File: config.mk
export PLATFORM = sky130hd
export DESIGN_NAME = rpn_stack_evaluator
export DESIGN_NICKNAME = d
export VERILOG_FILES = /design/src/design/rpn_pkg.sv /design/src/design/rpn_stack_ram.sv /design/src/design/rpn_divider.sv /design/src/design/rpn_stack_evaluator.sv
export SDC_FILE = /design/constraint.sdc
export NUM_CORES = 2
export LEC_CHECK = 0
export ABC_CLOCK_PERIOD_IN_PS = 10400
export BUFFER_PORTS_ARGS = -buffer_cell sky130_fd_sc_hd__buf_2
export CAP_MARGIN = 20
export CELL_PAD_IN_SITES_DETAIL_PLACEMENT = 0
export CELL_PAD_IN_SITES_GLOBAL_PLACEMENT = 1
export CORE_UTILIZATION = 50
export DETAILED_ROUTE_END_ITERATION = 10
export GPL_TIMING_DRIVEN = 1
export PLACE_DENSITY = 0.8
export SLEW_MARGIN = 0
export SYNTH_ARGS = -nofsm -noshare
export SYNTH_HDL_FRONTEND = slang
export SYNTH_HIERARCHICAL = 1
export SYNTH_SLANG_ARGS = --single-unit
File: constraint.sdc
create_clock -name clk -period 10.4 [get_ports clk]
set_input_delay 2.08 -clock clk [delete_from_list [all_inputs] [get_ports clk]]
set_output_delay 2.08 -clock clk [all_outputs]
set_load 0.02 [all_outputs]
File: src/design/rpn_pkg.sv
// Shared widths, token and status codes, and divider handshake types.
`default_nettype none
package rpn_pkg;

  localparam int DATA_W          = 32;
  localparam int TYPE_W          = 3;
  localparam int DIGIT_W         = 4;
  localparam int STATUS_W        = 2;
  localparam int DEPTH_W         = 6;
  localparam int STACK_DEPTH_DEF = 32;

  // token kinds
  localparam logic [TYPE_W-1:0] TOK_DIGIT = 3'd0;
  localparam logic [TYPE_W-1:0] TOK_ADD   = 3'd1;
  localparam logic [TYPE_W-1:0] TOK_SUB   = 3'd2;
  localparam logic [TYPE_W-1:0] TOK_MUL   = 3'd3;
  localparam logic [TYPE_W-1:0] TOK_DIV   = 3'd4;

  // result status
  localparam logic [STATUS_W-1:0] ST_OK      = 2'd0;
  localparam logic [STATUS_W-1:0] ST_FEW     = 2'd1;
  localparam logic [STATUS_W-1:0] ST_DIVZERO = 2'd2;
  localparam logic [STATUS_W-1:0] ST_FULL    = 2'd3;

  typedef struct packed {
    logic              start;
    logic [DATA_W-1:0] num;
    logic [DATA_W-1:0] den;
  } div_req_t;

  typedef struct packed {
    logic              done;
    logic [DATA_W-1:0] quot;
  } div_rsp_t;

endpackage
`default_nettype wire

File: src/design/rpn_stack_ram.sv
// Operand stack storage: one write port, one registered read port.
`default_nettype none
module rpn_stack_ram
  import rpn_pkg::*;
#(
  parameter int DEPTH = STACK_DEPTH_DEF,
  parameter int AW    = $clog2(DEPTH)
) (
  input  wire logic              clk,
  input  wire logic              we,
  input  wire logic [AW-1:0]     waddr,
  input  wire logic [DATA_W-1:0] wdata,
  input  wire logic              re,
  input  wire logic [AW-1:0]     raddr,
  output logic      [DATA_W-1:0] rdata
);

  logic [DATA_W-1:0] mem [DEPTH];

  always_ff @(posedge clk) begin
    if (we) begin
      mem[waddr] <= wdata;
    end
  end

  always_ff @(posedge clk) begin
    if (re) begin
      rdata <= mem[raddr];
    end
  end

endmodule
`default_nettype wire

File: src/design/rpn_divider.sv
// Signed 32-bit divider, truncating toward zero; one quotient bit per cycle.
`default_nettype none
module rpn_divider
  import rpn_pkg::*;
(
  input  wire logic     clk,
  input  wire logic     rst_n,
  input  wire div_req_t req,
  output div_rsp_t      rsp
);

  localparam int ITER_W = $clog2(DATA_W);

  logic              busy_r;
  logic              done_r;
  logic [ITER_W-1:0] iter_r;
  logic              neg_r;
  logic [DATA_W-1:0] dm_r;
  logic [DATA_W-1:0] rem_r;
  logic [DATA_W-1:0] quo_r;

  logic [DATA_W:0]   shifted;
  logic [DATA_W:0]   diff;
  logic              borrow;

  // rem < divisor <= 2^31, so the shifted remainder never reaches bit DATA_W
  assign shifted = {rem_r, quo_r[DATA_W-1]};
  assign diff    = shifted - {1'b0, dm_r};
  assign borrow  = diff[DATA_W];

  always_ff @(posedge clk) begin
    if (!rst_n) begin
      busy_r <= 1'b0;
      done_r <= 1'b0;
      iter_r <= '0;
    end else begin
      if (req.start) begin
        busy_r <= 1'b1;
        done_r <= 1'b0;
        iter_r <= '0;
        neg_r  <= req.num[DATA_W-1] ^ req.den[DATA_W-1];
        dm_r   <= req.den[DATA_W-1] ? (DATA_W'(0) - req.den) : req.den;
        quo_r  <= req.num[DATA_W-1] ? (DATA_W'(0) - req.num) : req.num;
        rem_r  <= '0;
      end else if (busy_r) begin
        rem_r  <= borrow ? shifted[DATA_W-1:0] : diff[DATA_W-1:0];
        quo_r  <= {quo_r[DATA_W-2:0], ~borrow};
        iter_r <= iter_r + ITER_W'(1);
        if (iter_r == ITER_W'(DATA_W - 1)) begin
          busy_r <= 1'b0;
          done_r <= 1'b1;
        end else begin
          done_r <= 1'b0;
        end
      end else begin
        done_r <= 1'b0;
      end
    end
  end

  assign rsp.done = done_r;
  assign rsp.quot = neg_r ? (DATA_W'(0) - quo_r) : quo_r;

endmodule
`default_nettype wire

File: src/design/rpn_stack_evaluator.sv
// Top level: RPN token sequencer around the stack memory and the divider.
// Digits, ignored tokens and too-few-operand errors finish from S_DECODE;
// add, subtract, multiply and a zero divisor go on through S_OPER; a divide
// also waits in S_DIV for the one-bit-per-cycle divider (32 steps).
// One token at a time: in_stall holds until S_IDLE is reached again, later
// while the output is stalled. Reset (sync, active low) empties the stack;
// stack memory contents stay undefined and no clearing pass is run.
`default_nettype none
module rpn_stack_evaluator
  import rpn_pkg::*;
#(
  parameter int STACK_DEPTH = STACK_DEPTH_DEF
) (
  input  wire logic                       clk,
  input  wire logic                       rst_n,
  input  wire logic                       in_valid,
  output logic                            in_stall,
  input  wire logic        [TYPE_W-1:0]   in_req_type,
  input  wire logic        [DIGIT_W-1:0]  in_digit_value,
  input  wire logic                       in_start_new,
  output logic                            out_valid,
  input  wire logic                       out_stall,
  output logic             [STATUS_W-1:0] out_status,
  output logic signed      [DATA_W-1:0]   out_top_value,
  output logic             [DEPTH_W-1:0]  out_depth
);

  localparam int AW = $clog2(STACK_DEPTH);
  localparam int CW = $clog2(STACK_DEPTH + 1);

  typedef enum logic [2:0] {
    S_IDLE,
    S_DECODE,
    S_OPER,
    S_DIV,
    S_FINISH
  } state_t;

  state_t              state_r;
  logic [TYPE_W-1:0]   kind_r;
  logic [DIGIT_W-1:0]  digit_r;
  logic [CW-1:0]       cnt_r;      // entries on the stack
  logic [DATA_W-1:0]   top_r;      // copy of entry cnt_r-1
  logic [STATUS_W-1:0] status_r;

  logic                out_valid_r;
  logic [STATUS_W-1:0] out_status_r;
  logic [DATA_W-1:0]   out_top_r;
  logic [DEPTH_W-1:0]  out_depth_r;

  logic                in_xfer;
  logic                out_free;
  logic                stack_full;
  logic                few_ops;
  logic [CW-1:0]       cnt_m1;
  logic [CW-1:0]       cnt_m2;
  logic [DATA_W-1:0]   left_op;
  logic [DATA_W-1:0]   alu_res;

  logic                ram_we;
  logic [AW-1:0]       ram_waddr;
  logic [DATA_W-1:0]   ram_wdata;
  logic                ram_re;

  div_req_t            div_req;
  div_rsp_t            div_rsp;

  assign in_stall   = (state_r != S_IDLE);
  assign in_xfer    = in_valid && !in_stall;
  assign out_free   = !out_valid_r || !out_stall;

  assign stack_full = (cnt_r == CW'(STACK_DEPTH));
  assign few_ops    = (cnt_r < CW'(2));
  assign cnt_m1     = cnt_r - CW'(1);
  assign cnt_m2     = cnt_r - CW'(2);

  // Left operand sits below the cached top; read issued in S_DECODE,
  // data valid in S_OPER. Only one token is in flight, so every write
  // lands before the next read is issued and no forwarding is needed.
  assign ram_re = (state_r == S_DECODE);

  rpn_stack_ram #(
    .DEPTH (STACK_DEPTH),
    .AW    (AW)
  ) u_ram (
    .clk   (clk),
    .we    (ram_we),
    .waddr (ram_waddr),
    .wdata (ram_wdata),
    .re    (ram_re),
    .raddr (cnt_m2[AW-1:0]),
    .rdata (left_op)
  );

  // right operand is the cached top
  always_comb begin
    case (kind_r)
      TOK_ADD: alu_res = left_op + top_r;
      TOK_SUB: alu_res = left_op - top_r;
      TOK_MUL: alu_res = DATA_W'(left_op * top_r);
      default: alu_res = left_op;
    endcase
  end

  always_comb begin
    div_req.start = (state_r == S_OPER) && (kind_r == TOK_DIV) && (top_r != '0);
    div_req.num   = left_op;
    div_req.den   = top_r;
  end

  rpn_divider u_div (
    .clk   (clk),
    .rst_n (rst_n),
    .req   (div_req),
    .rsp   (div_rsp)
  );

  // stack write port: push a digit, or replace the left operand by a result
  always_comb begin
    ram_we    = 1'b0;
    ram_waddr = cnt_m2[AW-1:0];
    ram_wdata = alu_res;
    unique case (state_r)
      S_DECODE: begin
        if (kind_r == TOK_DIGIT && !stack_full) begin
          ram_we    = 1'b1;
          ram_waddr = cnt_r[AW-1:0];
          ram_wdata = DATA_W'(digit_r);
        end
      end
      S_OPER: begin
        if (kind_r == TOK_ADD || kind_r == TOK_SUB || kind_r == TOK_MUL) begin
          ram_we = 1'b1;
        end
      end
      S_DIV: begin
        if (div_rsp.done) begin
          ram_we    = 1'b1;
          ram_wdata = div_rsp.quot;
        end
      end
      default: ram_we = 1'b0;
    endcase
  end

  always_ff @(posedge clk) begin
    if (!rst_n) begin
      state_r     <= S_IDLE;
      cnt_r       <= '0;
      out_valid_r <= 1'b0;
    end else begin
      // output register: load a new result, or drop the one just taken
      if (state_r == S_FINISH && out_free) begin
        out_valid_r <= 1'b1;
      end else if (!out_stall) begin
        out_valid_r <= 1'b0;
      end
      unique case (state_r)
        S_IDLE: begin
          if (in_xfer) begin
            kind_r  <= in_req_type;
            digit_r <= in_digit_value;
            if (in_start_new) begin
              cnt_r <= '0;
            end
            state_r <= S_DECODE;
          end
        end
        S_DECODE: begin
          case (kind_r)
            TOK_DIGIT: begin
              state_r <= S_FINISH;
              if (stack_full) begin
                status_r <= ST_FULL;
              end else begin
                status_r <= ST_OK;
                top_r    <= DATA_W'(digit_r);
                cnt_r    <= cnt_r + CW'(1);
              end
            end
            TOK_ADD, TOK_SUB, TOK_MUL, TOK_DIV: begin
              if (few_ops) begin
                status_r <= ST_FEW;
                state_r  <= S_FINISH;
              end else begin
                status_r <= ST_OK;
                state_r  <= S_OPER;
              end
            end
            default: begin
              status_r <= ST_OK;   // unknown token: no change
              state_r  <= S_FINISH;
            end
          endcase
        end
        S_OPER: begin
          if (kind_r == TOK_DIV) begin
            if (top_r == '0) begin
              // divisor popped, left operand becomes the top
              status_r <= ST_DIVZERO;
              top_r    <= left_op;
              cnt_r    <= cnt_m1;
              state_r  <= S_FINISH;
            end else begin
              state_r <= S_DIV;
            end
          end else begin
            top_r   <= alu_res;
            cnt_r   <= cnt_m1;
            state_r <= S_FINISH;
          end
        end
        S_DIV: begin
          if (div_rsp.done) begin
            top_r   <= div_rsp.quot;
            cnt_r   <= cnt_m1;
            state_r <= S_FINISH;
          end
        end
        S_FINISH: begin
          if (out_free) begin
            out_status_r <= status_r;
            out_top_r    <= (cnt_r != '0) ? top_r : '0;
            out_depth_r  <= DEPTH_W'(cnt_r);
            state_r      <= S_IDLE;
          end
        end
        default: state_r <= S_IDLE;
      endcase
    end
  end

  assign out_valid     = out_valid_r;
  assign out_status    = out_status_r;
  assign out_top_value = $signed(out_top_r);
  assign out_depth     = out_depth_r;

  // stack never holds more than its depth
  a_cnt_bound: assert property (@(posedge clk) disable iff (!rst_n)
    cnt_r <= CW'(STACK_DEPTH))
    else $error("stack count beyond depth");

  // a divider result only arrives while the sequencer waits for it
  a_div_done: assert property (@(posedge clk) disable iff (!rst_n)
    div_rsp.done |-> state_r == S_DIV)
    else $error("divider done outside divide wait");

  // full status is reported only with a full stack
  a_full_depth: assert property (@(posedge clk) disable iff (!rst_n)
    (state_r == S_FINISH && out_free && status_r == ST_FULL)
      |=> out_depth == DEPTH_W'(STACK_DEPTH))
    else $error("stack full status with stack not full");

  // too few operands means fewer than two entries after the step
  a_few_depth: assert property (@(posedge clk) disable iff (!rst_n)
    (state_r == S_FINISH && out_free && status_r == ST_FEW) |=> out_depth < DEPTH_W'(2))
    else $error("too-few status with two or more entries");

endmodule
`default_nettype wire

==> results.md <==
- Final-report setup violation count: 0
- Via count of the first global-routing pass: between 40000 and 50000
- Post-synthesis net count: about 6300
- HPWL Detailed: between 100 and 150 mm
- Post-CTS Repair Setup Buffers: 0
- Yosys reg bits: 1251
- Detailed-route vias per instance: 6.04
- Post-CTS Hold Fix Bufs: 0
- Placement row count: 138
- Unrepaired setup endpoints after global routing: no
- Standard cell area after detailed placement: approximately 75000 um^2
- Mean Syn Cell Area: roughly 13 um^2
- Data required time at the worst endpoint: around 11000 ps
- Worst-Margin Slew: between 1000 and 1500 ps
- Crit path largest cell delay: about 1100 ps
- VDD IR max: 0.406 mV
- Total of buffers placed on input and output ports: 53
- Hold Vio Cnt, Final: 0
- Max cap viols: 0
- Post-detailed-routing wire length: 208 mm
- Clock transition at the registers of the reported paths: 60 ps
- Max Fclk: approximately 110 MHz
- Mapped cell area: approximately 72000 um^2
- Crit path from: u_ram/rdata[15]
- Overall routing resource usage: between 20 and 30%
- DR pass1 iterations: 6
- Count of flip-flops with a built-in enable after synthesis: between 1000 and 1500
- Clock tree from TritonCTS: done
- Data arrival at the endpoint of the critical path: around 9400 ps
- CP Max Fanout: 32
- Mapped Cells: approximately 5700
- Sum of negative setup slack: 0 ps
- Cell repeated most along the worst path: sky130_fd_sc_hd__fa_1
- Min-delay worst type: register to register
- Worst hold start: status_r[0]
- Result of the run: complete, no violations
- Global route overflow: 0
- Insertion delay to the later sink of the worst-skew pair: 780 ps
- Starting Density: 50.5%
- TritonCTS Buffers: 133
- Final nets: around 6400
- Time the final worst path needs with I/O delays and setup: 9130 ps
- Area overhead of the layout relative to synthesis: 10.3%
- Die footprint: ~140000 um^2
- Worst-case setup margin in the final layout: roughly 1300 ps
- Fraction of layout cells with a size suffix above 1: under 10%
- RR Startpoint: u_ram/rdata[15]
- Number of sinks driven by the clock tree: 1251
- Number of unique standard cell types used by synthesis: 83
- Detail Route Antenna Nets: 0
- Crit-path slowest cell: sky130_fd_sc_hd__edfxtp_1
- Number of slew-limit violations in the final report: 0
- Post-route cell area: approximately 80000 um^2
- Clock tree root driver cell: sky130_fd_sc_hd__clkbuf_16
- Routability Congestion: 0.969
- Static leakage: 28.5 nW
- Maximum clock insertion buffer count: 3
- Initial antenna violation count: 4
- Final worst-path cycle share: between 80% and 90%
- Setup WS pre-CTS: approximately 1300 ps
- Share of flip-flops with an asynchronous set or reset after synthesis: 0%
- Critical path type: register to register
- Power per unit of standard cell area: ~220 nW/um^2
- Fillcell total: 11497
- Core Box Area: around 140000 um^2
- Via count: 46704
- H-tree level count: 4
- Wire length of the first global-routing pass: ~310 mm
- Sort of element at the start of the critical path: register
- Quantity of gates resized following cts: 0
- Final clock skew: 33.3 ps
- Post-route DRC violation count: 0
- Post-DR wirelength/cell: 26.9 um
- DIE WIDTH: approximately 380 um
- List of cells traversed by the critical path: and2_1 -> fa_1 -> inv_1 -> fa_1 -> fa_1 -> fa_1 -> inv_1 -> fa_1 -> inv_1 -> fa_1 -> inv_1 -> fa_1 -> fa_1 -> ha_1 -> and3_1 -> nand4_1 -> a2111oi_0 -> or3_1 -> a31oi_1 -> mux2i_1 -> a311oi_1 -> o21ai_0 -> o211ai_1 -> nand2_1
- Total of warnings raised by yosys: 6
- Maximum number of pins on one net before global-route repair: 97
- Sequential fraction of the synthesis area: between 50 and 60%
- Relative max-transition margin: 22.5%
- Detailed Route Iter0 Violations: 5091
- Top-level I/O count: 54
- Nature of the critical path endpoint: register
- Height of the die: approximately 380 um
- Prevailing post-synth register cell: sky130_fd_sc_hd__edfxtp_1
[stage by stage]
step                      total power, mW  util [%]  hold WS (ps)  std cells
final                                17.7      55.7           453       7733
after global routing                 18.4      55.7           453       7728
after CTS                            17.4      55.5           447       7716
after detailed placement             12.8      52.6           435       7481
after global placement               12.8      52.5           433       7478
after floorplan                      10.5         -           400       5687
[layer usage]
metal | part of all wire [%] | vias up | global-route usage (%)
met5 | 0 | - | 0
met4 | 4.9 | 0 | 12.8
met3 | 7.7 | 458 | 4.21
met2 | 48 | 2105 | 47.6
met1 | 40 | 23801 | 37.9
li1 | - | 20340 | -
[final timing paths]
check	slack, ps	depth (start not counted)	endpoint
max	1270	24	u_ram/mem[21][30]
min	450	0	out_status[0]
max reg2reg	1270	24	u_ram/mem[21][30]
min reg2reg	450	0	out_status[0]
[synth_stat cells, types with 7 or more instances]
| cell type | number | area, um^2 |
|---|---|---|
| sky130_fd_sc_hd__o21a_1 | 24 | 180 |
| sky130_fd_sc_hd__clkbuf_1 | 215 | 807 |
| sky130_fd_sc_hd__o21ai_0 | 119 | 596 |
| sky130_fd_sc_hd__nor4_1 | 14 | 87.6 |
| sky130_fd_sc_hd__nand2_1 | 465 | 1750 |
| sky130_fd_sc_hd__o41ai_1 | 12 | 105 |
| sky130_fd_sc_hd__nand2b_1 | 26 | 163 |
| sky130_fd_sc_hd__buf_6 | 15 | 169 |
| sky130_fd_sc_hd__nand4_1 | 12 | 75.1 |
| sky130_fd_sc_hd__xor2_1 | 93 | 815 |
| sky130_fd_sc_hd__fa_1 | 411 | 8230 |
| sky130_fd_sc_hd__o21bai_1 | 10 | 75.1 |
| sky130_fd_sc_hd__mux2i_1 | 541 | 5420 |
| sky130_fd_sc_hd__dfxtp_1 | 17 | 340 |
| sky130_fd_sc_hd__a221oi_1 | 14 | 123 |
| sky130_fd_sc_hd__a21boi_0 | 7 | 52.6 |
| sky130_fd_sc_hd__and3_1 | 10 | 62.6 |
| sky130_fd_sc_hd__o22ai_1 | 15 | 93.8 |
| sky130_fd_sc_hd__or3_1 | 28 | 175 |
| sky130_fd_sc_hd__a222oi_1 | 19 | 190 |
| sky130_fd_sc_hd__buf_4 | 36 | 270 |
| sky130_fd_sc_hd__edfxtp_1 | 1234 | 37100 |
| sky130_fd_sc_hd__a22o_1 | 73 | 639 |
| sky130_fd_sc_hd__nand3b_1 | 11 | 82.6 |
| sky130_fd_sc_hd__a211oi_1 | 24 | 180 |
| sky130_fd_sc_hd__o31ai_1 | 33 | 248 |
| sky130_fd_sc_hd__buf_1 | 12 | 45.0 |
| sky130_fd_sc_hd__or4_1 | 10 | 75.1 |
| sky130_fd_sc_hd__nor2b_1 | 52 | 325 |
| sky130_fd_sc_hd__a21oi_1 | 240 | 1200 |
| sky130_fd_sc_hd__nor3_1 | 70 | 350 |
| sky130_fd_sc_hd__nand3_1 | 117 | 586 |
| sky130_fd_sc_hd__nor2_1 | 233 | 875 |
| sky130_fd_sc_hd__inv_1 | 454 | 1700 |
| sky130_fd_sc_hd__and2_1 | 323 | 2020 |
| sky130_fd_sc_hd__buf_2 | 32 | 160 |
| sky130_fd_sc_hd__ha_1 | 198 | 2480 |
| sky130_fd_sc_hd__a21o_1 | 33 | 248 |
| sky130_fd_sc_hd__a22oi_1 | 111 | 833 |
| sky130_fd_sc_hd__xnor2_1 | 167 | 1460 |
| sky130_fd_sc_hd__or2_2 | 10 | 62.6 |
| sky130_fd_sc_hd__a31oi_1 | 46 | 288 |
[report_power, final]
| part | internal [mW] | total [mW] | switching (mW) | leakage (nW) |
|---|---|---|---|---|
| clock | 2.57 | 4.59 | 2.02 | 2.04 |
| sequential | 6.17 | 6.22 | 0.0550 | 11.3 |
| combinational | 2.45 | 6.84 | 4.39 | 15.1 |
[sequential cells by signal, summed over array words and instances, names as in the netlist, 4 cells and up]
signal,cells
cnt_r,6
digit_r,4
out_depth,6
out_top_value,32
top_r,32
u_div/dm_r,32
u_div/iter_r,5
u_div/quo_r,32
u_div/rem_r,32
u_ram/mem,1024
u_ram/rdata,32
[critical path: cells and delay by family (launching register included)]
| family | cells | cell delay [ps] |
|---|---|---|
| multiplexers | 1 | 210 |
| AO/OA/AOI/OAI | 5 | 1200 |
| buffers and inverters | 4 | 240 |
| AND/OR/NAND/NOR | 5 | 1590 |
| adder cells (fa/ha/maj) | 9 | 4250 |
| flip-flops | 1 | 1110 |
[logic make-up (layout without fill, tap and decap cells)]
group / after synthesis / count (layout) / synth area share, %
AOI/OAI and AO/OA: 846 / 846 / 7.89
muxes: 544 / 544 / 7.61
xor gates and xnor gates: 260 / 260 / 3.18
buffers and inverters: 767 / 918 / 4.43
adders and majority gates: 609 / 609 / 14.9
DFF: 1251 / 1251 / 52.2
other: 0 / 5 / 0
and+or+nand+nor: 1410 / 1410 / 9.73
[placed cells by master (no fill, tap or decap), types with 14 or more instances in the layout]
cell type | Yosys | layout
sky130_fd_sc_hd__buf_2 | 32 | 53
sky130_fd_sc_hd__mux2i_1 | 541 | 541
sky130_fd_sc_hd__inv_1 | 454 | 453
sky130_fd_sc_hd__o31ai_1 | 33 | 32
sky130_fd_sc_hd__dfxtp_1 | 17 | 16
sky130_fd_sc_hd__o21a_1 | 24 | 23
sky130_fd_sc_hd__o21ai_0 | 119 | 99
sky130_fd_sc_hd__xor2_1 | 93 | 93
sky130_fd_sc_hd__fa_1 | 411 | 411
sky130_fd_sc_hd__nand2b_1 | 26 | 24
sky130_fd_sc_hd__o22ai_1 | 15 | 15
sky130_fd_sc_hd__xnor2_1 | 167 | 167
sky130_fd_sc_hd__clkbuf_16 | 0 | 135
sky130_fd_sc_hd__nor2b_1 | 52 | 50
sky130_fd_sc_hd__and2_1 | 323 | 322
sky130_fd_sc_hd__nor2_4 | 0 | 35
sky130_fd_sc_hd__buf_4 | 36 | 156
sky130_fd_sc_hd__clkinv_1 | 1 | 20
sky130_fd_sc_hd__edfxtp_1 | 1234 | 1234
sky130_fd_sc_hd__clkbuf_1 | 215 | 33
sky130_fd_sc_hd__a22oi_1 | 111 | 111
sky130_fd_sc_hd__a211oi_1 | 24 | 23
sky130_fd_sc_hd__a21o_1 | 33 | 33
sky130_fd_sc_hd__nor3_1 | 70 | 67
sky130_fd_sc_hd__nor4_1 | 14 | 14
sky130_fd_sc_hd__clkinv_2 | 0 | 20
sky130_fd_sc_hd__nand3_1 | 117 | 117
sky130_fd_sc_hd__nor2_1 | 233 | 195
sky130_fd_sc_hd__o21ai_2 | 0 | 18
sky130_fd_sc_hd__ha_1 | 198 | 198
sky130_fd_sc_hd__a22o_1 | 73 | 73
sky130_fd_sc_hd__or3_1 | 28 | 28
sky130_fd_sc_hd__a222oi_1 | 19 | 19
sky130_fd_sc_hd__a31oi_1 | 46 | 46
sky130_fd_sc_hd__a21oi_1 | 240 | 239
sky130_fd_sc_hd__a221oi_1 | 14 | 14
sky130_fd_sc_hd__nand2_1 | 465 | 464
[layout make-up]
type / count / area (um^2) / share of cell area [%]
multi-input cells: 3669 / 31500 / 39.8
repair buffers: 228 / 1840 / 2.32
diodes: 5 / 12.5 / 0.0158
clock buffers: 166 / 3450 / 4.37
well taps: 1890 / 2360 / 2.99
flip-flops and latches: 1251 / 37400 / 47.3
clock inverters: 69 / 756 / 0.957
inverters: 455 / 1710 / 2.16
(Power assumes the default switching activity.)
